**src/sv/swsb_pkg.sv**
```systemverilog
package swsb_pkg;

   localparam int WINDOW_BITS_DEF = 4096;
   localparam int NUM_W           = 31;
   localparam int ALU_W           = 32;
   localparam int OPC_W           = 2;
   localparam int BYTE_W          = 8;
   localparam int BIT_IDX_W       = 3;
   localparam logic [BYTE_W-1:0] BYTE_ALL_UNREAD = 8'hff;

   typedef enum logic [OPC_W-1:0] {
      OP_QUERY       = 2'd0,
      OP_MARK_READ   = 2'd1,
      OP_MARK_UNREAD = 2'd2,
      OP_REINIT      = 2'd3
   } opcode_type;

   typedef enum logic [0:0] {
      ALU_ADD = 1'b0,
      ALU_SUB = 1'b1
   } alu_op_type;

endpackage

```
**src/sv/swsb_ifs.sv**
```systemverilog
interface swsb_req_if;
   logic                          valid;
   logic                          ready;
   logic [swsb_pkg::OPC_W-1:0]    opcode;
   logic [swsb_pkg::NUM_W-1:0]    text_number;

   modport source (output valid, output opcode, output text_number, input ready);
   modport sink   (input valid, input opcode, input text_number, output ready);
endinterface

interface swsb_rsp_if;
   logic                          valid;
   logic                          ready;
   logic                          unread;
   logic [swsb_pkg::NUM_W-1:0]    window_start;

   modport source (output valid, output unread, output window_start, input ready);
   modport sink   (input valid, input unread, input window_start, output ready);
endinterface

interface swsb_csr_if;
   logic                          valid;
   logic                          ready;
   logic [swsb_pkg::NUM_W-1:0]    first_text;

   modport source (output valid, output first_text, input ready);
   modport sink   (input valid, input first_text, output ready);
endinterface

```
**src/sv/swsb_ram.sv**
```systemverilog
module swsb_ram #(
   parameter int WIDTH = 8,
   parameter int DEPTH = 512
) (
   input  logic                     clock,
   input  logic                     wr_en,
   input  logic [$clog2(DEPTH)-1:0] wr_addr,
   input  logic [WIDTH-1:0]         wr_data,
   input  logic                     rd_en,
   input  logic [$clog2(DEPTH)-1:0] rd_addr,
   output logic [WIDTH-1:0]         rd_data
);

   logic [WIDTH-1:0] mem_ff [DEPTH];
   logic [WIDTH-1:0] rd_data_ff;

   always_ff @(posedge clock) begin
      if (wr_en) begin
         mem_ff[wr_addr] <= wr_data;
      end
      if (rd_en) begin
         rd_data_ff <= mem_ff[rd_addr];
      end
   end

   assign rd_data = rd_data_ff;

endmodule

```
**src/sv/swsb_alu.sv**
```systemverilog
module swsb_alu (
   input  swsb_pkg::alu_op_type          op,
   input  logic [swsb_pkg::ALU_W-1:0]    a,
   input  logic [swsb_pkg::ALU_W-1:0]    b,
   output logic [swsb_pkg::ALU_W-1:0]    y
);

   always_comb begin
      case (op)
         swsb_pkg::ALU_ADD: y = a + b;
         swsb_pkg::ALU_SUB: y = a - b;
         default:           y = a + b;
      endcase
   end

endmodule

```
**src/sv/sliding_window_seen_bitmap_unit.sv**
```systemverilog
// channel    dir   transaction                    payload
// req_chan   in    one operation                  opcode, text_number
// rsp_chan   out   one result per operation       unread, window_start
// csr_chan   in    write of first_text            first_text
//
// Query and marks inside the window: offset, RAM read, update, result.
// Outside it, mark read above apart: offset, result. Reinit fills BYTE_COUNT
// bytes, one a cycle. Mark read above the window: the shared adder takes four
// steps for the window start, then fills min(k, BYTE_COUNT) bytes, one a cycle.
// After reset the bitmap RAM is set to all-unread, one byte a cycle, with
// req_chan.ready low.
// A finished result waits in the output register; a new transaction is taken
// meanwhile and held before its own result until rsp_chan is free.
// WINDOW_BITS must be a power of two.
module sliding_window_seen_bitmap_unit #(
   parameter int WINDOW_BITS = swsb_pkg::WINDOW_BITS_DEF
) (
   input  logic           clock,
   input  logic           reset,
   swsb_req_if.sink       req_chan,
   swsb_rsp_if.source     rsp_chan,
   swsb_csr_if.sink       csr_chan
);

   localparam int LOG2W      = $clog2(WINDOW_BITS);
   localparam int BYTE_COUNT = WINDOW_BITS / swsb_pkg::BYTE_W;
   localparam int BYTE_IDX_W = LOG2W - swsb_pkg::BIT_IDX_W;
   localparam int NUM_W      = swsb_pkg::NUM_W;
   localparam int ALU_W      = swsb_pkg::ALU_W;
   localparam int BYTE_W     = swsb_pkg::BYTE_W;
   localparam int BIT_IDX_W  = swsb_pkg::BIT_IDX_W;

   typedef enum logic [9:0] {
      ST_CLEAR  = 10'b00_0000_0001,
      ST_IDLE   = 10'b00_0000_0010,
      ST_DIFF   = 10'b00_0000_0100,
      ST_EXCESS = 10'b00_0000_1000,
      ST_BYTES  = 10'b00_0001_0000,
      ST_BASE   = 10'b00_0010_0000,
      ST_FILL   = 10'b00_0100_0000,
      ST_READ   = 10'b00_1000_0000,
      ST_MODIFY = 10'b01_0000_0000,
      ST_RESP   = 10'b10_0000_0000
   } state_type;

   state_type                  state_ff, state_in;
   swsb_pkg::opcode_type       op_ff, op_in;
   logic [NUM_W-1:0]           num_ff, num_in;
   logic [NUM_W-1:0]           base_ff, base_in;
   logic [NUM_W-1:0]           first_text_ff, first_text_in;
   logic [ALU_W-1:0]           acc_ff, acc_in;
   logic [BYTE_IDX_W-1:0]      addr_ff, addr_in;
   logic [BYTE_IDX_W:0]        left_ff, left_in;
   logic                       unread_ff, unread_in;
   logic                       rsp_valid_ff, rsp_valid_in;
   logic                       rsp_unread_ff, rsp_unread_in;
   logic [NUM_W-1:0]           rsp_start_ff, rsp_start_in;

   swsb_pkg::alu_op_type       alu_op;
   logic [ALU_W-1:0]           alu_a, alu_b, alu_y;
   logic                       below, above;

   logic                       ram_wr_en, ram_rd_en;
   logic [BYTE_IDX_W-1:0]      ram_wr_addr;
   logic [BYTE_W-1:0]          ram_wr_data, ram_rd_data, bit_mask;
   logic                       req_take;

   swsb_alu u_alu (
      .op (alu_op),
      .a  (alu_a),
      .b  (alu_b),
      .y  (alu_y)
   );

   swsb_ram #(
      .WIDTH (BYTE_W),
      .DEPTH (BYTE_COUNT)
   ) u_ram (
      .clock   (clock),
      .wr_en   (ram_wr_en),
      .wr_addr (ram_wr_addr),
      .wr_data (ram_wr_data),
      .rd_en   (ram_rd_en),
      .rd_addr (num_ff[LOG2W-1:BIT_IDX_W]),
      .rd_data (ram_rd_data)
   );

   assign req_chan.ready = (state_ff == ST_IDLE);
   assign req_take       = req_chan.valid && req_chan.ready;
   assign csr_chan.ready = 1'b1;

   assign rsp_chan.valid        = rsp_valid_ff;
   assign rsp_chan.unread       = rsp_unread_ff;
   assign rsp_chan.window_start = rsp_start_ff;

   assign bit_mask = BYTE_W'(1) << num_ff[BIT_IDX_W-1:0];
   assign below    = alu_y[ALU_W-1];
   assign above    = !below && (alu_y[ALU_W-2:LOG2W] != '0);

   always_comb begin
      alu_op = swsb_pkg::ALU_ADD;
      alu_a  = acc_ff;
      alu_b  = ALU_W'(1);
      case (state_ff)
         ST_DIFF: begin
            alu_op = swsb_pkg::ALU_SUB;
            alu_a  = {1'b0, num_ff};
            alu_b  = {1'b0, base_ff};
         end
         ST_EXCESS: begin
            alu_op = swsb_pkg::ALU_SUB;
            alu_a  = acc_ff;
            alu_b  = ALU_W'(WINDOW_BITS);
         end
         ST_BYTES: begin
            alu_op = swsb_pkg::ALU_ADD;
            alu_a  = {3'b000, acc_ff[ALU_W-1:3]};
            alu_b  = ALU_W'(1);
         end
         ST_BASE: begin
            alu_op = swsb_pkg::ALU_ADD;
            alu_a  = {1'b0, base_ff};
            alu_b  = {acc_ff[ALU_W-4:0], 3'b000};
         end
         default: begin
            alu_op = swsb_pkg::ALU_ADD;
         end
      endcase
   end

   always_comb begin
      state_in      = state_ff;
      op_in         = op_ff;
      num_in        = num_ff;
      base_in       = base_ff;
      acc_in        = acc_ff;
      addr_in       = addr_ff;
      left_in       = left_ff;
      unread_in     = unread_ff;
      rsp_unread_in = rsp_unread_ff;
      rsp_start_in  = rsp_start_ff;
      rsp_valid_in  = rsp_valid_ff && !rsp_chan.ready;
      first_text_in = csr_chan.valid ? csr_chan.first_text : first_text_ff;
      ram_wr_en     = 1'b0;
      ram_wr_addr   = addr_ff;
      ram_wr_data   = swsb_pkg::BYTE_ALL_UNREAD;
      ram_rd_en     = 1'b0;

      case (state_ff)
         ST_CLEAR: begin
            ram_wr_en = 1'b1;
            addr_in   = addr_ff + 1'b1;
            left_in   = left_ff - 1'b1;
            if (left_ff == (BYTE_IDX_W+1)'(1)) begin
               state_in = ST_IDLE;
            end
         end
         ST_IDLE: begin
            if (req_take) begin
               op_in  = swsb_pkg::opcode_type'(req_chan.opcode);
               num_in = req_chan.text_number;
               if (swsb_pkg::opcode_type'(req_chan.opcode) == swsb_pkg::OP_REINIT) begin
                  base_in  = first_text_ff;
                  addr_in  = '0;
                  left_in  = (BYTE_IDX_W+1)'(BYTE_COUNT);
                  state_in = ST_FILL;
               end else begin
                  state_in = ST_DIFF;
               end
            end
         end
         ST_DIFF: begin
            acc_in = alu_y;
            if (below) begin
               unread_in = 1'b0;
               state_in  = ST_RESP;
            end else if (above) begin
               unread_in = 1'b1;
               state_in  = (op_ff == swsb_pkg::OP_MARK_READ) ? ST_EXCESS : ST_RESP;
            end else begin
               state_in = ST_READ;
            end
         end
         ST_EXCESS: begin
            acc_in   = alu_y;
            state_in = ST_BYTES;
         end
         ST_BYTES: begin
            acc_in   = alu_y;
            state_in = ST_BASE;
         end
         ST_BASE: begin
            base_in = alu_y[NUM_W-1:0];
            addr_in = base_ff[LOG2W-1:BIT_IDX_W];
            if (acc_ff[ALU_W-1:BYTE_IDX_W] != '0) begin
               left_in = (BYTE_IDX_W+1)'(BYTE_COUNT);
            end else begin
               left_in = {1'b0, acc_ff[BYTE_IDX_W-1:0]};
            end
            state_in = ST_FILL;
         end
         ST_FILL: begin
            ram_wr_en = 1'b1;
            addr_in   = addr_ff + 1'b1;
            left_in   = left_ff - 1'b1;
            if (left_ff == (BYTE_IDX_W+1)'(1)) begin
               if (op_ff == swsb_pkg::OP_REINIT) begin
                  unread_in = 1'b1;
                  state_in  = ST_RESP;
               end else begin
                  state_in = ST_READ;
               end
            end
         end
         ST_READ: begin
            ram_rd_en = 1'b1;
            state_in  = ST_MODIFY;
         end
         ST_MODIFY: begin
            ram_wr_addr = num_ff[LOG2W-1:BIT_IDX_W];
            state_in    = ST_RESP;
            case (op_ff)
               swsb_pkg::OP_MARK_READ: begin
                  ram_wr_en   = 1'b1;
                  ram_wr_data = ram_rd_data & ~bit_mask;
                  unread_in   = 1'b0;
               end
               swsb_pkg::OP_MARK_UNREAD: begin
                  ram_wr_en   = 1'b1;
                  ram_wr_data = ram_rd_data | bit_mask;
                  unread_in   = 1'b1;
               end
               default: begin
                  unread_in = ram_rd_data[num_ff[BIT_IDX_W-1:0]];
               end
            endcase
         end
         ST_RESP: begin
            if (!rsp_valid_ff || rsp_chan.ready) begin
               rsp_valid_in  = 1'b1;
               rsp_unread_in = unread_ff;
               rsp_start_in  = base_ff;
               state_in      = ST_IDLE;
            end
         end
         default: begin
            state_in = ST_IDLE;
         end
      endcase
   end

   always_ff @(posedge clock) begin
      if (reset) begin
         state_ff      <= ST_CLEAR;
         base_ff       <= '0;
         first_text_ff <= '0;
         addr_ff       <= '0;
         left_ff       <= (BYTE_IDX_W+1)'(BYTE_COUNT);
         rsp_valid_ff  <= 1'b0;
      end else begin
         state_ff      <= state_in;
         base_ff       <= base_in;
         first_text_ff <= first_text_in;
         addr_ff       <= addr_in;
         left_ff       <= left_in;
         rsp_valid_ff  <= rsp_valid_in;
      end
   end

   always_ff @(posedge clock) begin
      op_ff         <= op_in;
      num_ff        <= num_in;
      acc_ff        <= acc_in;
      unread_ff     <= unread_in;
      rsp_unread_ff <= rsp_unread_in;
      rsp_start_ff  <= rsp_start_in;
   end

   a_reinit_base: assert property (@(posedge clock) disable iff (reset)
      (req_take && req_chan.opcode == swsb_pkg::OP_REINIT) |=> base_ff == $past(first_text_ff))
      else $error("reinit did not load window start");

   a_fill_count: assert property (@(posedge clock) disable iff (reset)
      (state_ff == ST_FILL || state_ff == ST_CLEAR) |-> left_ff != '0)
      else $error("byte fill ran past its count");

   a_slide_forward: assert property (@(posedge clock) disable iff (reset)
      (state_ff == ST_BASE) |=> base_ff > $past(base_ff))
      else $error("window slide did not advance");

   a_mark_read_result: assert property (@(posedge clock) disable iff (reset)
      (state_ff == ST_RESP && op_ff == swsb_pkg::OP_MARK_READ) |-> !unread_ff)
      else $error("mark read reported unread");

   a_ram_write_owner: assert property (@(posedge clock) disable iff (reset)
      ram_wr_en |-> (state_ff == ST_FILL || state_ff == ST_CLEAR || state_ff == ST_MODIFY))
      else $error("bitmap written outside fill or update");

endmodule

```
**src/flat_wrapper.sv**
```systemverilog
// flat-port wrapper written by rule: the top's interface ports become plain ports
module sliding_window_seen_bitmap_unit_flat 
#(
   parameter int WINDOW_BITS = swsb_pkg::WINDOW_BITS_DEF
)
  (clock, reset, req_chan_valid, req_chan_opcode, req_chan_text_number, req_chan_ready, rsp_chan_valid, rsp_chan_unread, rsp_chan_window_start, rsp_chan_ready, csr_chan_valid, csr_chan_first_text, csr_chan_ready);
  swsb_req_if req_chan_i ();
  swsb_rsp_if rsp_chan_i ();
  swsb_csr_if csr_chan_i ();
  input  logic clock;
  input  logic reset;
  input wire logic [$bits(req_chan_i.valid)-1:0] req_chan_valid;
  input wire logic [$bits(req_chan_i.opcode)-1:0] req_chan_opcode;
  input wire logic [$bits(req_chan_i.text_number)-1:0] req_chan_text_number;
  output wire logic [$bits(req_chan_i.ready)-1:0] req_chan_ready;
  output wire logic [$bits(rsp_chan_i.valid)-1:0] rsp_chan_valid;
  output wire logic [$bits(rsp_chan_i.unread)-1:0] rsp_chan_unread;
  output wire logic [$bits(rsp_chan_i.window_start)-1:0] rsp_chan_window_start;
  input wire logic [$bits(rsp_chan_i.ready)-1:0] rsp_chan_ready;
  input wire logic [$bits(csr_chan_i.valid)-1:0] csr_chan_valid;
  input wire logic [$bits(csr_chan_i.first_text)-1:0] csr_chan_first_text;
  output wire logic [$bits(csr_chan_i.ready)-1:0] csr_chan_ready;
  assign req_chan_i.valid = req_chan_valid;
  assign req_chan_i.opcode = req_chan_opcode;
  assign req_chan_i.text_number = req_chan_text_number;
  assign req_chan_ready = req_chan_i.ready;
  assign rsp_chan_valid = rsp_chan_i.valid;
  assign rsp_chan_unread = rsp_chan_i.unread;
  assign rsp_chan_window_start = rsp_chan_i.window_start;
  assign rsp_chan_i.ready = rsp_chan_ready;
  assign csr_chan_i.valid = csr_chan_valid;
  assign csr_chan_i.first_text = csr_chan_first_text;
  assign csr_chan_ready = csr_chan_i.ready;
  sliding_window_seen_bitmap_unit #(.WINDOW_BITS(WINDOW_BITS)) u_core (.clock(clock), .reset(reset), .req_chan(req_chan_i), .rsp_chan(rsp_chan_i), .csr_chan(csr_chan_i));
endmodule
```
**config.mk**
```make
export PLATFORM = sky130hd
export DESIGN_NAME = sliding_window_seen_bitmap_unit_flat
export DESIGN_NICKNAME = d
export VERILOG_FILES = /design/src/sv/swsb_pkg.sv /design/src/sv/swsb_ifs.sv /design/src/sv/swsb_ram.sv /design/src/sv/swsb_alu.sv /design/src/sv/sliding_window_seen_bitmap_unit.sv /design/src/flat_wrapper.sv
export SDC_FILE = /design/constraint.sdc
export NUM_CORES = 2
export LEC_CHECK = 0
export BUFFER_PORTS_ARGS = -buffer_cell sky130_fd_sc_hd__buf_2
export CELL_PAD_IN_SITES_DETAIL_PLACEMENT = 1
export CELL_PAD_IN_SITES_GLOBAL_PLACEMENT = 2
export CORE_UTILIZATION = 39
export CTS_CLUSTER_DIAMETER = 200
export CTS_CLUSTER_SIZE = 24
export DETAILED_ROUTE_END_ITERATION = 8
export PLACE_DENSITY = 0.61
export SLEW_MARGIN = 20
export SYNTH_ARGS = -nofsm -noshare
export SYNTH_HDL_FRONTEND = slang
export SYNTH_SLANG_ARGS = --single-unit
export TNS_END_PERCENT = 1
```
**constraint.sdc**
```tcl
create_clock -name clock -period 27.6 [get_ports clock]
set_input_delay 6.9 -clock clock [delete_from_list [all_inputs] [get_ports clock]]
set_output_delay 6.9 -clock clock [all_outputs]
set_load 0.03 [all_outputs]
```
==> flow_metrics.tcl <==
set metrics [dict create \
    period_share_pct 35.7 \
    switching_share_pct 21.5 \
    drtIter0Drc 8273 \
    grt_pass1_wl_um 647000 \
    dp.cells 13300 \
    firstDrtPassIters 7 \
    cts.sinks 4294 \
    reg2regPathDepth 11 \
    yosysTopAreaCell "edfxtp_1" \
    tns_ps 0 \
    maxSlewViolCount 0 \
    async_reset_ff_share_pct 0 \
    clkTransAtPathRegs_ps 110 \
    numCtsBuffers 200 \
    yosysSeqAreaShare_pct 75.5 \
    power_frac_seq_pct 65.3 \
    ys_ff_latch 4294 \
    max_freq_mhz 101 \
    routabilityCongestion 0.794 \
    peakVddDrop_v 0.0000477 \
    holdPathEnd "u_core.base_ff[2]$_SDFFE_PP0P_" \
    ys_top_cells_by_count "4202 x edfxtp_1, 1346 x mux4_2, 681 x nor2_1" \
    grt_max_degree 227 \
    synth_most_common_cell "edfxtp_1" \
    skew_ps 83.4 \
    cts_resized 0 \
    numPortBuffers 102 \
    end_kind "output pin" \
    fin_nets 7904 \
    worstHoldPathCells 2 \
    wl_per_cell_um 33.8 \
    crit_path_max_fanout 6 \
    boundaryPins 104 \
    power_frac_clock_pct 31.0 \
    yosysTopAreaCellShare_pct 74.5 \
    cts-root-buf "clkbuf_16" \
    r2r-end "u_core.u_ram.rd_data[5]$_DFFE_PN_" \
    worst_pin_slew_ps 1190 \
    cts_tree "yes" \
    power_frac_comb_pct 3.7 \
    synth_area_per_cell_um2 21.7 \
    drc 0 \
    ys.flop_type "edfxtp_1" \
    rsz0062_at_grt "false" \
    dp_hpwl_um 275000 \
    relSlewSlack_pct 20.4 \
    drive_gt1_share_pct 24.3 \
    num_rows 241 \
    final-setup-viol-count 0 \
    vias 78700 \
    postSynthCellCount 7807 \
    postCtsSetupBuffers 0 \
    ctsHtreeMaxLevel 4 \
    hp-class "reg2reg" \
    p_leak_uw 0.0659 \
    final_core_util_pct 42.2 \
    worstHoldStart "u_core.first_text_ff[2]$_SDFFE_PP0P_" \
    grt_pass1_vias 82000 \
    synth-edff-count 4202 \
    ys_warn_count 0 \
    cellPowerDensity_nw_per_um2 59.4 \
    internal_power_uw 8500 \
    finalHoldViolations 0 \
    grt.total_usage_pct 20.8 \
    area_growth_pct 7.58 \
    die_area_um2 437000 \
    crit_arrival_ps 2970 \
    wl_um 457000 \
    finalNonFillerCells 13500 \
    cap_violations 0 \
    vias_per_cell 5.81 \
    yosys-top-cells-area "edfxtp_1 74%, mux4_2 18%, nor2_1 1.5%" \
    ctsHoldBuffers 0 \
    cp.required_ps 20700 \
    chipWidth_um 661 \
    syn-num-nets 7916 \
    synthesis.area_um2 169000 \
    coreArea_um2 432000 \
    finalCriticalPeriod_ps 9870 \
    dieHeight_um 661 \
    total_power_uw 10800 \
    ys_types 84 \
    status "complete, no violations" \
    worstSetupPathType "reg2out" \
    start_util_pct 39.2 \
    cp-start-kind "flip-flop" \
    clock_path_buffers 4 \
    rr_startpoint "u_core.num_ff[3]$_DFFE_PP_" \
    r2r_slack_ps 20050 \
    net-switching-power_uw 2330 \
    antenna_found_initial 43 \
    gr-total-overflow 0 \
    clk_latency_ps 980 \
    drtAntennaViolNets 0 \
]
-- power by group through the flow --
stage	logic, uW	clock network, uW	registers, uW
6_report	397	3360	7070
2_1_floorplan	206	0	7210
4_1_cts	407	3460	7070
5_1_grt	420	3620	7080
3_5_place_dp	407	0	7220
3_3_place_gp	406	0	7220
-- sequential cells by signal, indices dropped and copies added, names as in the netlist --
name and cells:
u_core.acc_ff 32, u_core.addr_ff 9, u_core.base_ff 31, u_core.first_text_ff 31, u_core.left_ff 10, u_core.num_ff 31
u_core.op_ff 2, u_core.rsp_chan.unread 1, u_core.rsp_chan.valid 1, u_core.rsp_chan.window_start 31, u_core.state_ff 10, u_core.u_ram.mem_ff 4096
u_core.u_ram.rd_data 8, u_core.unread_ff 1
-- placed cells by master (no fill, tap or decap), drive strengths merged, types with 11 or more instances in the layout --
| cell type | netlist | final |
|---|---|---|
| ha | 39 | 39 |
| nand2 | 249 | 249 |
| inv | 30 | 32 |
| mux2i | 44 | 44 |
| a21o | 17 | 17 |
| a21oi | 93 | 93 |
| a22oi | 16 | 16 |
| and2 | 15 | 15 |
| buf | 179 | 260 |
| a31oi | 26 | 26 |
| o21ai | 64 | 64 |
| nor2 | 683 | 683 |
| a311oi | 29 | 29 |
| mux4 | 1346 | 1346 |
| nand3b | 21 | 21 |
| nand2b | 11 | 11 |
| mux2 | 17 | 17 |
| a222oi | 37 | 37 |
| o22ai | 16 | 16 |
| xor2 | 28 | 28 |
| clkbuf | 295 | 228 |
| nor2b | 11 | 11 |
| dfxtp | 92 | 92 |
| edfxtp | 4202 | 4202 |
| xnor2 | 27 | 27 |
| nand3 | 37 | 37 |
| nor4 | 15 | 15 |
| nor3 | 38 | 38 |
-- cell type report --
cell class                 count  area (um^2)
timing repair buffer         260         2040
tap                         5710         7140
multi-input combinational   3009        39700
clock buffer                 228         5220
inverter                      30          113
sequential                  4294       128000
fill                       39600       249000
clock inverter                 7          114
antenna                        4         10.0
-- critical path, stage by stage, from the launching register on --
cell and delay, ps:
dfxtp_1 390, nor3_2 260, nand2b_1 140, nor3_1 270, nand4b_1 350, inv_1 350
buf_2 270
-- logic make-up (layout without fill, tap and decap cells) --
| family | count (synthesis) | after routing | synth area share [%] |
|---|---|---|---|
| DFF | 4294 | 4294 | 75.5 |
| muxes | 1407 | 1407 | 18.3 |
| and+or+nand+nor | 1136 | 1136 | 2.86 |
| buffers and inverters | 504 | 525 | 1.24 |
| AOI/OAI and AO/OA | 370 | 370 | 1.50 |
| xor gates and xnor gates | 55 | 55 | 0.289 |
| adders and majority gates | 40 | 40 | 0.300 |
| other | 1 | 5 | 0.00221 |
-- metal layers --
metal | track usage (%) | up-vias | share of wire [%]
met4 | 3.97 | 2 | 2.1
met2 | 34.8 | 1990 | 50
met3 | 2.47 | 395 | 4.9
met5 | 0 | - | 0.0028
met1 | 29.5 | 43900 | 43
li1 | - | 32400 | -
-- through the flow --
step	instance area (um^2)	setup WS (ps)	hold slack, ps
4_1_cts	182000	17670	497
3_5_place_dp	177000	18730	478
6_report	182000	17730	496
3_3_place_gp	177000	18820	468
5_1_grt	182000	17540	530
2_1_floorplan	169000	2660	400
-- how the worst max path moves through the flow --
stage | cells after the start | start | slack (ps) | end
final | 6 | u_core.state_ff[9]$_SDFFE_PP0P_ | 17730 | req_chan_ready
after global routing | 6 | u_core.state_ff[9]$_SDFFE_PP0P_ | 17540 | req_chan_ready
after CTS | 6 | u_core.state_ff[9]$_SDFFE_PP0P_ | 17670 | req_chan_ready
after detailed placement | 6 | u_core.state_ff[9]$_SDFFE_PP0P_ | 18730 | req_chan_ready
after global placement | 6 | u_core.state_ff[9]$_SDFFE_PP0P_ | 18820 | req_chan_ready
after floorplan | 5 | u_core.num_ff[0]$_DFFE_PP_ | 2660 | u_core.u_ram.mem_ff[0][6]$_DFFE_PP_
No activity file was read; power rests on OpenSTA's default activity.
